$ cat config.mk
export PLATFORM = sky130hd
export DESIGN_NAME = clook_request_scheduler
export DESIGN_NICKNAME = d
export VERILOG_FILES = /design/src/clrs_pkg.sv /design/src/clook_request_scheduler.sv /design/src/clrs_cell.sv
export VERILOG_INCLUDE_DIRS = /design/src /design/src/src
export SDC_FILE = /design/constraint.sdc
export NUM_CORES = 2
export LEC_CHECK = 0
export BUFFER_PORTS_ARGS = -buffer_cell sky130_fd_sc_hd__buf_4
export CAP_MARGIN = 0
export CORE_MARGIN = 3
export CORE_UTILIZATION = 30
export CTS_CLUSTER_DIAMETER = 40
export DETAILED_ROUTE_END_ITERATION = 12
export PLACE_DENSITY_LB_ADDON = 0.08
export SYNTH_ARGS = -nofsm -noshare
export SYNTH_HDL_FRONTEND = slang
export SYNTH_SLANG_ARGS = --single-unit
$ cat constraint.sdc
create_clock -name clk_i -period 30.2 [get_ports clk_i]
set_clock_uncertainty 0.15 [all_clocks]
set_input_delay 3.02 -clock clk_i [delete_from_list [all_inputs] [get_ports clk_i]]
set_output_delay 3.02 -clock clk_i [all_outputs]
set_load 0.02 [all_outputs]
$ cat src/clook_request_scheduler_defines.svh
// Assertion macros for the sorted request scheduler.
// Used by clook_request_scheduler.sv; needs clk_i and rst_ni in scope.
`ifndef CLOOK_REQUEST_SCHEDULER_DEFINES_SVH
`define CLOOK_REQUEST_SCHEDULER_DEFINES_SVH

`define CLRS_ASSERT(lbl, prop, msg) \
  lbl: assert property (@(posedge clk_i) disable iff (!rst_ni) prop) else $error(msg);

`define CLRS_ASSERT_IMP(lbl, ante, cons, msg) \
  lbl: assert property (@(posedge clk_i) disable iff (!rst_ni) (ante) |-> (cons)) else $error(msg);

`define CLRS_ASSERT_NXT(lbl, ante, cons, msg) \
  lbl: assert property (@(posedge clk_i) disable iff (!rst_ni) (ante) |=> (cons)) else $error(msg);

`endif

$ cat src/clrs_pkg.sv
// Shared types for the sorted request scheduler.
// No dependencies; used by clrs_cell and clook_request_scheduler.
package clrs_pkg;

  typedef enum logic [1:0] {
    FUNC_ADD      = 2'd0,
    FUNC_DISPATCH = 2'd1,
    FUNC_REMOVE   = 2'd2
  } func_e;

  typedef enum logic [1:0] {
    ST_OK    = 2'd0,
    ST_EMPTY = 2'd1,
    ST_FULL  = 2'd2,
    ST_NOTAG = 2'd3
  } status_e;

  typedef enum logic [2:0] {
    S_IDLE  = 3'b001,
    S_EVAL  = 3'b010,
    S_APPLY = 3'b100
  } state_e;

  typedef struct packed {
    logic  eval;
    logic  ins;
    logic  del;
    func_e op;
  } ctrl_t;

endpackage

$ cat src/clook_request_scheduler.sv
// Top level of the sorted request scheduler: command registers, sequencer
// and a row of clrs_cell slots. Depends on clrs_pkg and the defines header.
// Each item passes through states S_EVAL and S_APPLY: on accept the command
// is latched, in S_EVAL one compare flag per slot is stored, and in S_APPLY
// the row shifts and the result is loaded. busy is high in both states, and
// a new item can be started while the previous result is shown. valid_o is
// high for exactly one cycle with each result, which cannot be stalled, so
// capture it in that cycle.
`include "clook_request_scheduler_defines.svh"

module clook_request_scheduler #(
  parameter int QUEUE_DEPTH = 16,
  parameter int SECTOR_BITS = 48,
  parameter int TAG_BITS    = 8
) (
  input  logic                   clk_i,
  input  logic                   rst_ni,
  input  logic                   start,
  output logic                   busy,
  input  logic [1:0]             func_i,
  input  logic [SECTOR_BITS-1:0] req_sector_i,
  input  logic [TAG_BITS-1:0]    req_tag_i,
  input  logic                   req_is_write_i,
  output logic                   valid_o,
  output logic [1:0]             status_o,
  output logic [SECTOR_BITS-1:0] out_sector_o,
  output logic [TAG_BITS-1:0]    out_tag_o,
  output logic                   out_is_write_o
);
  import clrs_pkg::*;

  localparam int CntW = $clog2(QUEUE_DEPTH + 1);

  state_e                 state_q, state_d;
  func_e                  func_q;
  logic [SECTOR_BITS-1:0] cmd_sector_q;
  logic [TAG_BITS-1:0]    cmd_tag_q;
  logic                   cmd_wr_q;
  logic [CntW-1:0]        cnt_q, cnt_d;
  logic [SECTOR_BITS-1:0] last_q, last_d;

  logic                   valid_q;
  status_e                status_q, status_d;
  logic [SECTOR_BITS-1:0] osec_q, osec_d;
  logic [TAG_BITS-1:0]    otag_q, otag_d;
  logic                   owr_q, owr_d;

  logic [SECTOR_BITS-1:0] sec [QUEUE_DEPTH];
  logic [TAG_BITS-1:0]    tag [QUEUE_DEPTH];
  logic [QUEUE_DEPTH-1:0] wr, hit, first, pick;
  logic [QUEUE_DEPTH:0]   pre;
  logic                   any_hit, full, empty, accept;
  logic [SECTOR_BITS-1:0] sel_sector;
  logic [TAG_BITS-1:0]    sel_tag;
  logic                   sel_wr;
  ctrl_t                  ctrl;

  assign accept  = start && !busy;
  assign busy    = (state_q != S_IDLE);
  assign any_hit = pre[QUEUE_DEPTH];
  assign full    = (cnt_q == CntW'(QUEUE_DEPTH));
  assign empty   = (cnt_q == '0);
  assign pre[0]  = 1'b0;

  assign ctrl.op   = func_q;
  assign ctrl.eval = (state_q == S_EVAL);
  assign ctrl.ins  = (state_q == S_APPLY) && (func_q == FUNC_ADD) && !full;
  assign ctrl.del  = (state_q == S_APPLY) &&
                     (((func_q == FUNC_DISPATCH) && !empty) ||
                      ((func_q == FUNC_REMOVE) && any_hit));

  for (genvar g = 0; g < QUEUE_DEPTH; g++) begin : g_cell
    logic [SECTOR_BITS-1:0] l_sec, r_sec;
    logic [TAG_BITS-1:0]    l_tag, r_tag;
    logic                   l_wr, r_wr, l_hit;

    if (g == 0) begin : g_head
      assign l_sec = cmd_sector_q;
      assign l_tag = cmd_tag_q;
      assign l_wr  = cmd_wr_q;
      assign l_hit = 1'b0;
    end else begin : g_body
      assign l_sec = sec[g-1];
      assign l_tag = tag[g-1];
      assign l_wr  = wr[g-1];
      assign l_hit = hit[g-1];
    end

    if (g == QUEUE_DEPTH - 1) begin : g_tail
      assign r_sec = sec[g];
      assign r_tag = tag[g];
      assign r_wr  = wr[g];
    end else begin : g_inner
      assign r_sec = sec[g+1];
      assign r_tag = tag[g+1];
      assign r_wr  = wr[g+1];
    end

    assign pick[g] = any_hit ? first[g] : (g == 0);

    clrs_cell #(
      .SectorBits(SECTOR_BITS),
      .TagBits   (TAG_BITS)
    ) u_cell (
      .clk_i         (clk_i),
      .rst_ni        (rst_ni),
      .ctrl_i        (ctrl),
      .occ_i         (cnt_q > CntW'(g)),
      .cmd_sector_i  (cmd_sector_q),
      .cmd_tag_i     (cmd_tag_q),
      .cmd_wr_i      (cmd_wr_q),
      .floor_sector_i(last_q),
      .wrap_i        (!any_hit),
      .left_sector_i (l_sec),
      .left_tag_i    (l_tag),
      .left_wr_i     (l_wr),
      .left_hit_i    (l_hit),
      .right_sector_i(r_sec),
      .right_tag_i   (r_tag),
      .right_wr_i    (r_wr),
      .pre_i         (pre[g]),
      .sector_o      (sec[g]),
      .tag_o         (tag[g]),
      .wr_o          (wr[g]),
      .hit_o         (hit[g]),
      .pre_o         (pre[g+1]),
      .first_o       (first[g])
    );
  end

  always_comb begin
    sel_sector = '0;
    sel_tag    = '0;
    sel_wr     = 1'b0;
    for (int i = 0; i < QUEUE_DEPTH; i++) begin
      sel_sector = sel_sector | ({SECTOR_BITS{pick[i]}} & sec[i]);
      sel_tag    = sel_tag | ({TAG_BITS{pick[i]}} & tag[i]);
      sel_wr     = sel_wr | (pick[i] & wr[i]);
    end
  end

  always_comb begin
    state_d  = state_q;
    cnt_d    = cnt_q;
    last_d   = last_q;
    status_d = status_q;
    osec_d   = osec_q;
    otag_d   = otag_q;
    owr_d    = owr_q;
    case (state_q)
      S_IDLE: begin
        if (accept) state_d = S_EVAL;
      end
      S_EVAL: begin
        state_d = S_APPLY;
      end
      S_APPLY: begin
        state_d  = S_IDLE;
        status_d = ST_OK;
        osec_d   = '0;
        otag_d   = '0;
        owr_d    = 1'b0;
        case (func_q)
          FUNC_ADD: begin
            if (full) status_d = ST_FULL;
            else cnt_d = cnt_q + 1'b1;
          end
          FUNC_DISPATCH: begin
            if (empty) begin
              status_d = ST_EMPTY;
            end else begin
              cnt_d  = cnt_q - 1'b1;
              last_d = sel_sector;
              osec_d = sel_sector;
              otag_d = sel_tag;
              owr_d  = sel_wr;
            end
          end
          FUNC_REMOVE: begin
            if (any_hit) cnt_d = cnt_q - 1'b1;
            else status_d = ST_NOTAG;
          end
          default: status_d = ST_OK;
        endcase
      end
      default: state_d = S_IDLE;
    endcase
  end

  always_ff @(posedge clk_i or negedge rst_ni) begin
    if (!rst_ni) begin
      state_q <= S_IDLE;
      cnt_q   <= '0;
      last_q  <= '0;
      valid_q <= 1'b0;
    end else begin
      state_q <= state_d;
      cnt_q   <= cnt_d;
      last_q  <= last_d;
      valid_q <= (state_q == S_APPLY);
    end
  end

  always_ff @(posedge clk_i) begin
    if (accept) begin
      func_q       <= func_e'(func_i);
      cmd_sector_q <= req_sector_i;
      cmd_tag_q    <= req_tag_i;
      cmd_wr_q     <= req_is_write_i;
    end
    status_q <= status_d;
    osec_q   <= osec_d;
    otag_q   <= otag_d;
    owr_q    <= owr_d;
  end

  assign valid_o        = valid_q;
  assign status_o       = status_q;
  assign out_sector_o   = osec_q;
  assign out_tag_o      = otag_q;
  assign out_is_write_o = owr_q;

  `CLRS_ASSERT(a_cnt_bound, cnt_q <= CntW'(QUEUE_DEPTH), "entry count above depth")
  `CLRS_ASSERT_IMP(a_valid_src, valid_q, $past(state_q == S_APPLY), "result without apply")
  `CLRS_ASSERT_NXT(a_accept_eval, accept, state_q == S_EVAL, "accepted item not evaluated")
  `CLRS_ASSERT_IMP(a_pick_onehot, state_q == S_APPLY, $onehot0(pick), "more than one slot picked")
  `CLRS_ASSERT_NXT(a_ins_grow, ctrl.ins, cnt_q == $past(cnt_q) + 1'b1, "insert did not grow queue")

endmodule

$ cat src/clrs_cell.sv
// One queue slot of the sorted request scheduler: holds an entry and a
// compare flag, shifts toward its neighbors. Depends on clrs_pkg.
module clrs_cell #(
  parameter int SectorBits = 48,
  parameter int TagBits    = 8
) (
  input  logic                  clk_i,
  input  logic                  rst_ni,
  input  clrs_pkg::ctrl_t       ctrl_i,
  input  logic                  occ_i,
  input  logic [SectorBits-1:0] cmd_sector_i,
  input  logic [TagBits-1:0]    cmd_tag_i,
  input  logic                  cmd_wr_i,
  input  logic [SectorBits-1:0] floor_sector_i,
  input  logic                  wrap_i,
  input  logic [SectorBits-1:0] left_sector_i,
  input  logic [TagBits-1:0]    left_tag_i,
  input  logic                  left_wr_i,
  input  logic                  left_hit_i,
  input  logic [SectorBits-1:0] right_sector_i,
  input  logic [TagBits-1:0]    right_tag_i,
  input  logic                  right_wr_i,
  input  logic                  pre_i,
  output logic [SectorBits-1:0] sector_o,
  output logic [TagBits-1:0]    tag_o,
  output logic                  wr_o,
  output logic                  hit_o,
  output logic                  pre_o,
  output logic                  first_o
);
  import clrs_pkg::*;

  logic [SectorBits-1:0] sector_q, sector_d;
  logic [TagBits-1:0]    tag_q, tag_d;
  logic                  wr_q, wr_d;
  logic                  hit_q, hit_d;

  always_comb begin
    hit_d = hit_q;
    if (ctrl_i.eval) begin
      case (ctrl_i.op)
        FUNC_ADD:      hit_d = !occ_i || (sector_q > cmd_sector_i);
        FUNC_DISPATCH: hit_d = occ_i && (sector_q >= floor_sector_i);
        FUNC_REMOVE:   hit_d = occ_i && (tag_q == cmd_tag_i);
        default:       hit_d = 1'b0;
      endcase
    end
  end

  assign pre_o   = pre_i | hit_q;
  assign first_o = hit_q & ~pre_i;

  always_comb begin
    sector_d = sector_q;
    tag_d    = tag_q;
    wr_d     = wr_q;
    if (ctrl_i.ins) begin
      if (left_hit_i) begin
        sector_d = left_sector_i;
        tag_d    = left_tag_i;
        wr_d     = left_wr_i;
      end else if (hit_q) begin
        sector_d = cmd_sector_i;
        tag_d    = cmd_tag_i;
        wr_d     = cmd_wr_i;
      end
    end else if (ctrl_i.del && (wrap_i || pre_o)) begin
      sector_d = right_sector_i;
      tag_d    = right_tag_i;
      wr_d     = right_wr_i;
    end
  end

  always_ff @(posedge clk_i or negedge rst_ni) begin
    if (!rst_ni) begin
      hit_q <= 1'b0;
    end else begin
      hit_q <= hit_d;
    end
  end

  always_ff @(posedge clk_i) begin
    sector_q <= sector_d;
    tag_q    <= tag_d;
    wr_q     <= wr_d;
  end

  assign sector_o = sector_q;
  assign tag_o    = tag_q;
  assign wr_o     = wr_q;
  assign hit_o    = hit_q;

endmodule
==> results.md <==
- Setup violations remaining at the end of the flow were counted as 0.
- The netlist area before placement is 91600 um^2.
- The startpoint identified for the worst hold timing path is last_q[17]$_DFFE_PN0P_.
- For this run, asynchronously set or reset flops after synthesis account for 0.0662.
- After clock tree synthesis, the clock-pin slew on the worst setup and hold paths is 40 ps.
- For this run, the number of Yosys warnings is 0.
- The wire length on met1 is 220000 um.
- The setup path with the least slack is of type reg2reg.
- Across all layers, the routed design uses 83.9k vias.
- Setup slack closes at 24010 ps.
- The final design utilization is 0.357.
- Across the VDD grid, the largest voltage drop is 0.0653 mV.
- The filler cell count is 30.5k.
- After detailed routing, the met3 layer carries 40500 um of wire.
- Setup repair after global routing left no endpoint under its margin.
- The global-route total usage across every layer is 0.317.
- STA classifies the critical path endpoint as a register.
- The total of cells resized after clock tree synthesis is 0.
- The die is 559 um wide.
- The power density normalized to cell area is 84.9 nW/um^2.
- Of the synthesized area, sequential elements account for 0.357.
- The number of buffers inserted during clock tree synthesis is 305.
- The placement-stage worst setup slack is 24090 ps.
- The start point of the critical path is cnt_q[1]$_DFFE_PN0P_.
- At the pin with the least slew margin, the transition time is 1390 ps.
- The placed wire-length estimate after detailed placement is 363000 um.
- The post-route fraction of the period consumed by the critical path is 0.205.
- Setup total negative slack on the finished layout was measured at 0 ps.
- In this run the worst hold path is classified as reg2reg.
- The total area inside the core boundary comes to 304000 um^2.
- The via-per-instance ratio is 6.01.
- The number of setup buffers added after CTS is 0.
- The final weighted congestion in routability-driven placement is 0.970.
- Measured in cells, the most critical reg-to-reg path has a length of 11.
- For this run, the detailed router's first-pass iteration total came to 8.
- Synthesis produced a netlist whose cell count is 9449.
- The run finished with clean final reports.
- The later pin in the worst-skew pair is clocked with a latency of 930 ps.
- Buffers placed on the I/O ports in this run total 122.
- The placed cell count is 13.4k.
- Synthesis produced a netlist with a net count of 11.1k.
- The non-filler instance count after layout is 14.0k.
- The I/O pin count is 123.
- The count of max-cap constraint violations is 0.
- The number of global-route vias before repair is 80.6k.
- The wire length of the first global-routing pass is 690000 um.
- STA classifies the critical path startpoint as a register.
- The number of hold violations in the final report was 0.
- The maximum count of clock buffers along a single path is 4.
- The dominant register cell in the synthesized netlist is sky130_fd_sc_hd__edfxtp_1.
- STA puts the critical path data required time at 30640 ps.
- The initial utilization of the core area, before any placement, comes to 0.302.
- In this run, synthesis produced a sequential element count of 1103.
- The number of antenna violations at the first check in global routing is 35.
- The number of synthesized flops with an enable pin is 1030.
- The die covers 312000 um^2.
- Summed over all nets, wire length on met2 after detailed routing comes to 220000 um.
- The number of cells traversed by the worst hold path is 2.
- The maximum clock frequency is 161 MHz.
- Dividing the detail-routed wire length by the instance count gives 36.5 um.
- The detail route stage leaves a number of antenna-violating nets equal to 0.
- Along the worst path, the maximum fanout reaches 238.
- Of the cells placed in the final design, the portion with a size suffix greater than 1 is 0.0970.
- The hold-critical path endpoint is last_q[17]$_DFFE_PN0P_.
- In the final design database the tool counted 11.2k nets.
- The max-slew violation count is 0.
- The leakage power total is 43.3 nW.
- The reg-to-reg setup timing slack is 24010 ps.
- The number of different library cells used by synthesis comes to 77.
- The cell at the root of the clock tree is sky130_fd_sc_hd__clkbuf_16.
- The worst path needs 6190 ps of the cycle, external delays included.
- The total grt overflow is 0.
- Signal routing reaches up to met5.
- The largest net degree at the start of global routing is 239.
- For this block, the routed nets add up to 509000 um of wire.
- From synthesis to final layout, the design area changed by 18.1%.
- After clock tree synthesis, the flow added hold-fix buffers numbering 0.
- For the worst setup path, the data arrival time is 6630 ps.
- The floorplan has 202 rows.
- The endpoint of the lowest-slack register-to-register path is g_cell[10].u_cell.sector_o[32]$_DFFE_PP_.
- The worst pin sits at a relative slew slack of 0.0655.
- The CTS tree is done.
- The average instance in the mapped netlist occupies 9.70 um^2.
- The launching point of the worst reg2reg path is cnt_q[1]$_DFFE_PN0P_.
- The clock net in this run drives a total of 1103 sinks.
- The number of levels the H-tree was split into is 5.
- The die span in y is 559 um.
- The DRC violation total after the first TritonRoute iteration is 10.0k.
- The number of DRC violations after detailed routing is 0.
stage by stage:
| step | cell area, um^2 | power (W) | hold WS, ps |
|---|---|---|---|
| final | 108000 | 0.00918 | 327 |
| after global routing | 108000 | 0.00956 | 345 |
| after CTS | 108000 | 0.00914 | 330 |
| after detailed placement | 98000 | 0.00582 | 320 |
| after global placement | 98000 | 0.00577 | 312 |
| after floorplan | 91600 | 0.00411 | 300 |
cell type report:
class | count | area, um^2 | share of cell area
Sequential cell | 1103 | 32800 | 0.303
Clock inverter | 190 | 2110 | 0.0195
Clock buffer | 369 | 8120 | 0.0750
Multi-Input combinational cell | 7680 | 56600 | 0.523
Inverter | 154 | 578 | 0.00534
Antenna cell | 10 | 25.0 | 0.000231
Timing Repair Buffer | 373 | 2840 | 0.0263
Tap cell | 4080 | 5100 | 0.0472
cells by family after synthesis:
kind of cell	after synthesis	synth area share
AOI/OAI and AO/OA	2707	0.178
and+or+nand+nor	2492	0.124
adders and majority gates	1545	0.211
DFF	1103	0.357
muxes	804	0.0880
buffers and inverters	666	0.0288
xor gates and xnor gates	132	0.0126
power by group:
| part | internal, W | switching, W |
|---|---|---|
| Clock | 0.00218 | 0.00110 |
| Combinational | 0.00126 | 0.00253 |
| Sequential | 0.00181 | 0.000308 |
placed cells by master, fill, tap and decap left out, types with 61 or more instances in the layout:
cell type,synthesis,final
sky130_fd_sc_hd__mux2i_1,793,793
sky130_fd_sc_hd__nand2_1,1367,1366
sky130_fd_sc_hd__nand3_1,120,118
sky130_fd_sc_hd__a21oi_1,572,565
sky130_fd_sc_hd__ha_1,1545,1544
sky130_fd_sc_hd__a211oi_1,90,88
sky130_fd_sc_hd__a22oi_1,169,169
sky130_fd_sc_hd__o21ai_0,1188,1183
sky130_fd_sc_hd__nor2_1,290,280
sky130_fd_sc_hd__nand4_1,340,340
sky130_fd_sc_hd__a222oi_1,110,110
sky130_fd_sc_hd__inv_1,154,154
sky130_fd_sc_hd__buf_4,7,369
sky130_fd_sc_hd__xnor2_1,99,99
sky130_fd_sc_hd__clkbuf_16,0,310
sky130_fd_sc_hd__nor2b_1,62,61
sky130_fd_sc_hd__a21o_1,230,230
sky130_fd_sc_hd__nor3_1,70,67
sky130_fd_sc_hd__edfxtp_1,1030,1030
registers in the layout, indices dropped and copies added (netlist names):
name                    count
cmd_sector_q               48
last_q                     48
out_sector_o               48
func_q                      2
cmd_tag_q                   8
cnt_q                       5
out_is_write_o              1
out_tag_o                   8
status_o                    2
g_cell.u_cell.sector_o    768
valid_o                     1
g_cell.u_cell.tag_o       128
g_cell.u_cell.hit_o        16
state_q                     3
cmd_wr_q                    1
g_cell.u_cell.wr_o         16
critical path: stages, from the launching register on:
cell and delay (ps):
sky130_fd_sc_hd__dfrtp_1 460, sky130_fd_sc_hd__inv_1 160, sky130_fd_sc_hd__ha_1 190, sky130_fd_sc_hd__nor3b_1 560, sky130_fd_sc_hd__nand2_1 210, sky130_fd_sc_hd__nand3_4 160
sky130_fd_sc_hd__buf_12 570, sky130_fd_sc_hd__buf_12 690, sky130_fd_sc_hd__buf_4 730, sky130_fd_sc_hd__buf_4 780, sky130_fd_sc_hd__buf_4 720, sky130_fd_sc_hd__o21ai_0 240
cell usage after synthesis, types with 46 or more instances:
cell type / count / area [um^2]
sky130_fd_sc_hd__a21oi_1: 572 / 2860
sky130_fd_sc_hd__buf_2: 47 / 235
sky130_fd_sc_hd__clkbuf_1: 424 / 1590
sky130_fd_sc_hd__o211ai_1: 46 / 345
sky130_fd_sc_hd__nand4_1: 340 / 2130
sky130_fd_sc_hd__nor4_1: 49 / 307
sky130_fd_sc_hd__a222oi_1: 110 / 1100
sky130_fd_sc_hd__nor3_1: 70 / 350
sky130_fd_sc_hd__nor2_1: 290 / 1090
sky130_fd_sc_hd__and3_1: 58 / 363
sky130_fd_sc_hd__a22oi_1: 169 / 1270
sky130_fd_sc_hd__ha_1: 1545 / 19300
sky130_fd_sc_hd__nand2_1: 1367 / 5130
sky130_fd_sc_hd__nand3_1: 120 / 601
sky130_fd_sc_hd__nor2b_1: 62 / 388
sky130_fd_sc_hd__dfrtp_1: 72 / 1800
sky130_fd_sc_hd__edfxtp_1: 1030 / 30900
sky130_fd_sc_hd__a211oi_1: 90 / 676
sky130_fd_sc_hd__xnor2_1: 99 / 867
sky130_fd_sc_hd__o21ai_0: 1188 / 5950
sky130_fd_sc_hd__a21o_1: 230 / 1730
sky130_fd_sc_hd__mux2i_1: 793 / 7940
sky130_fd_sc_hd__inv_1: 154 / 578
how the worst max path moves through the flow:
stage | slack, ps | endpoint | depth (start not counted)
floorplan | 18670 | g_cell[14].u_cell.sector_o[0]$_DFFE_PP_ | 6
global placement | 24110 | g_cell[2].u_cell.sector_o[33]$_DFFE_PP_ | 11
detailed placement | 24090 | g_cell[12].u_cell.sector_o[32]$_DFFE_PP_ | 11
CTS | 24070 | g_cell[12].u_cell.sector_o[32]$_DFFE_PP_ | 11
global route | 23550 | g_cell[10].u_cell.sector_o[36]$_DFFE_PP_ | 11
finish | 24010 | g_cell[10].u_cell.sector_o[32]$_DFFE_PP_ | 11
layer usage:
layer,up-vias,track usage
met5,-,0
met4,6,0.150
met3,938,0.0583
met2,4099,0.484
met1,42104,0.429
li1,36789,-
(Power assumes the default switching activity.)
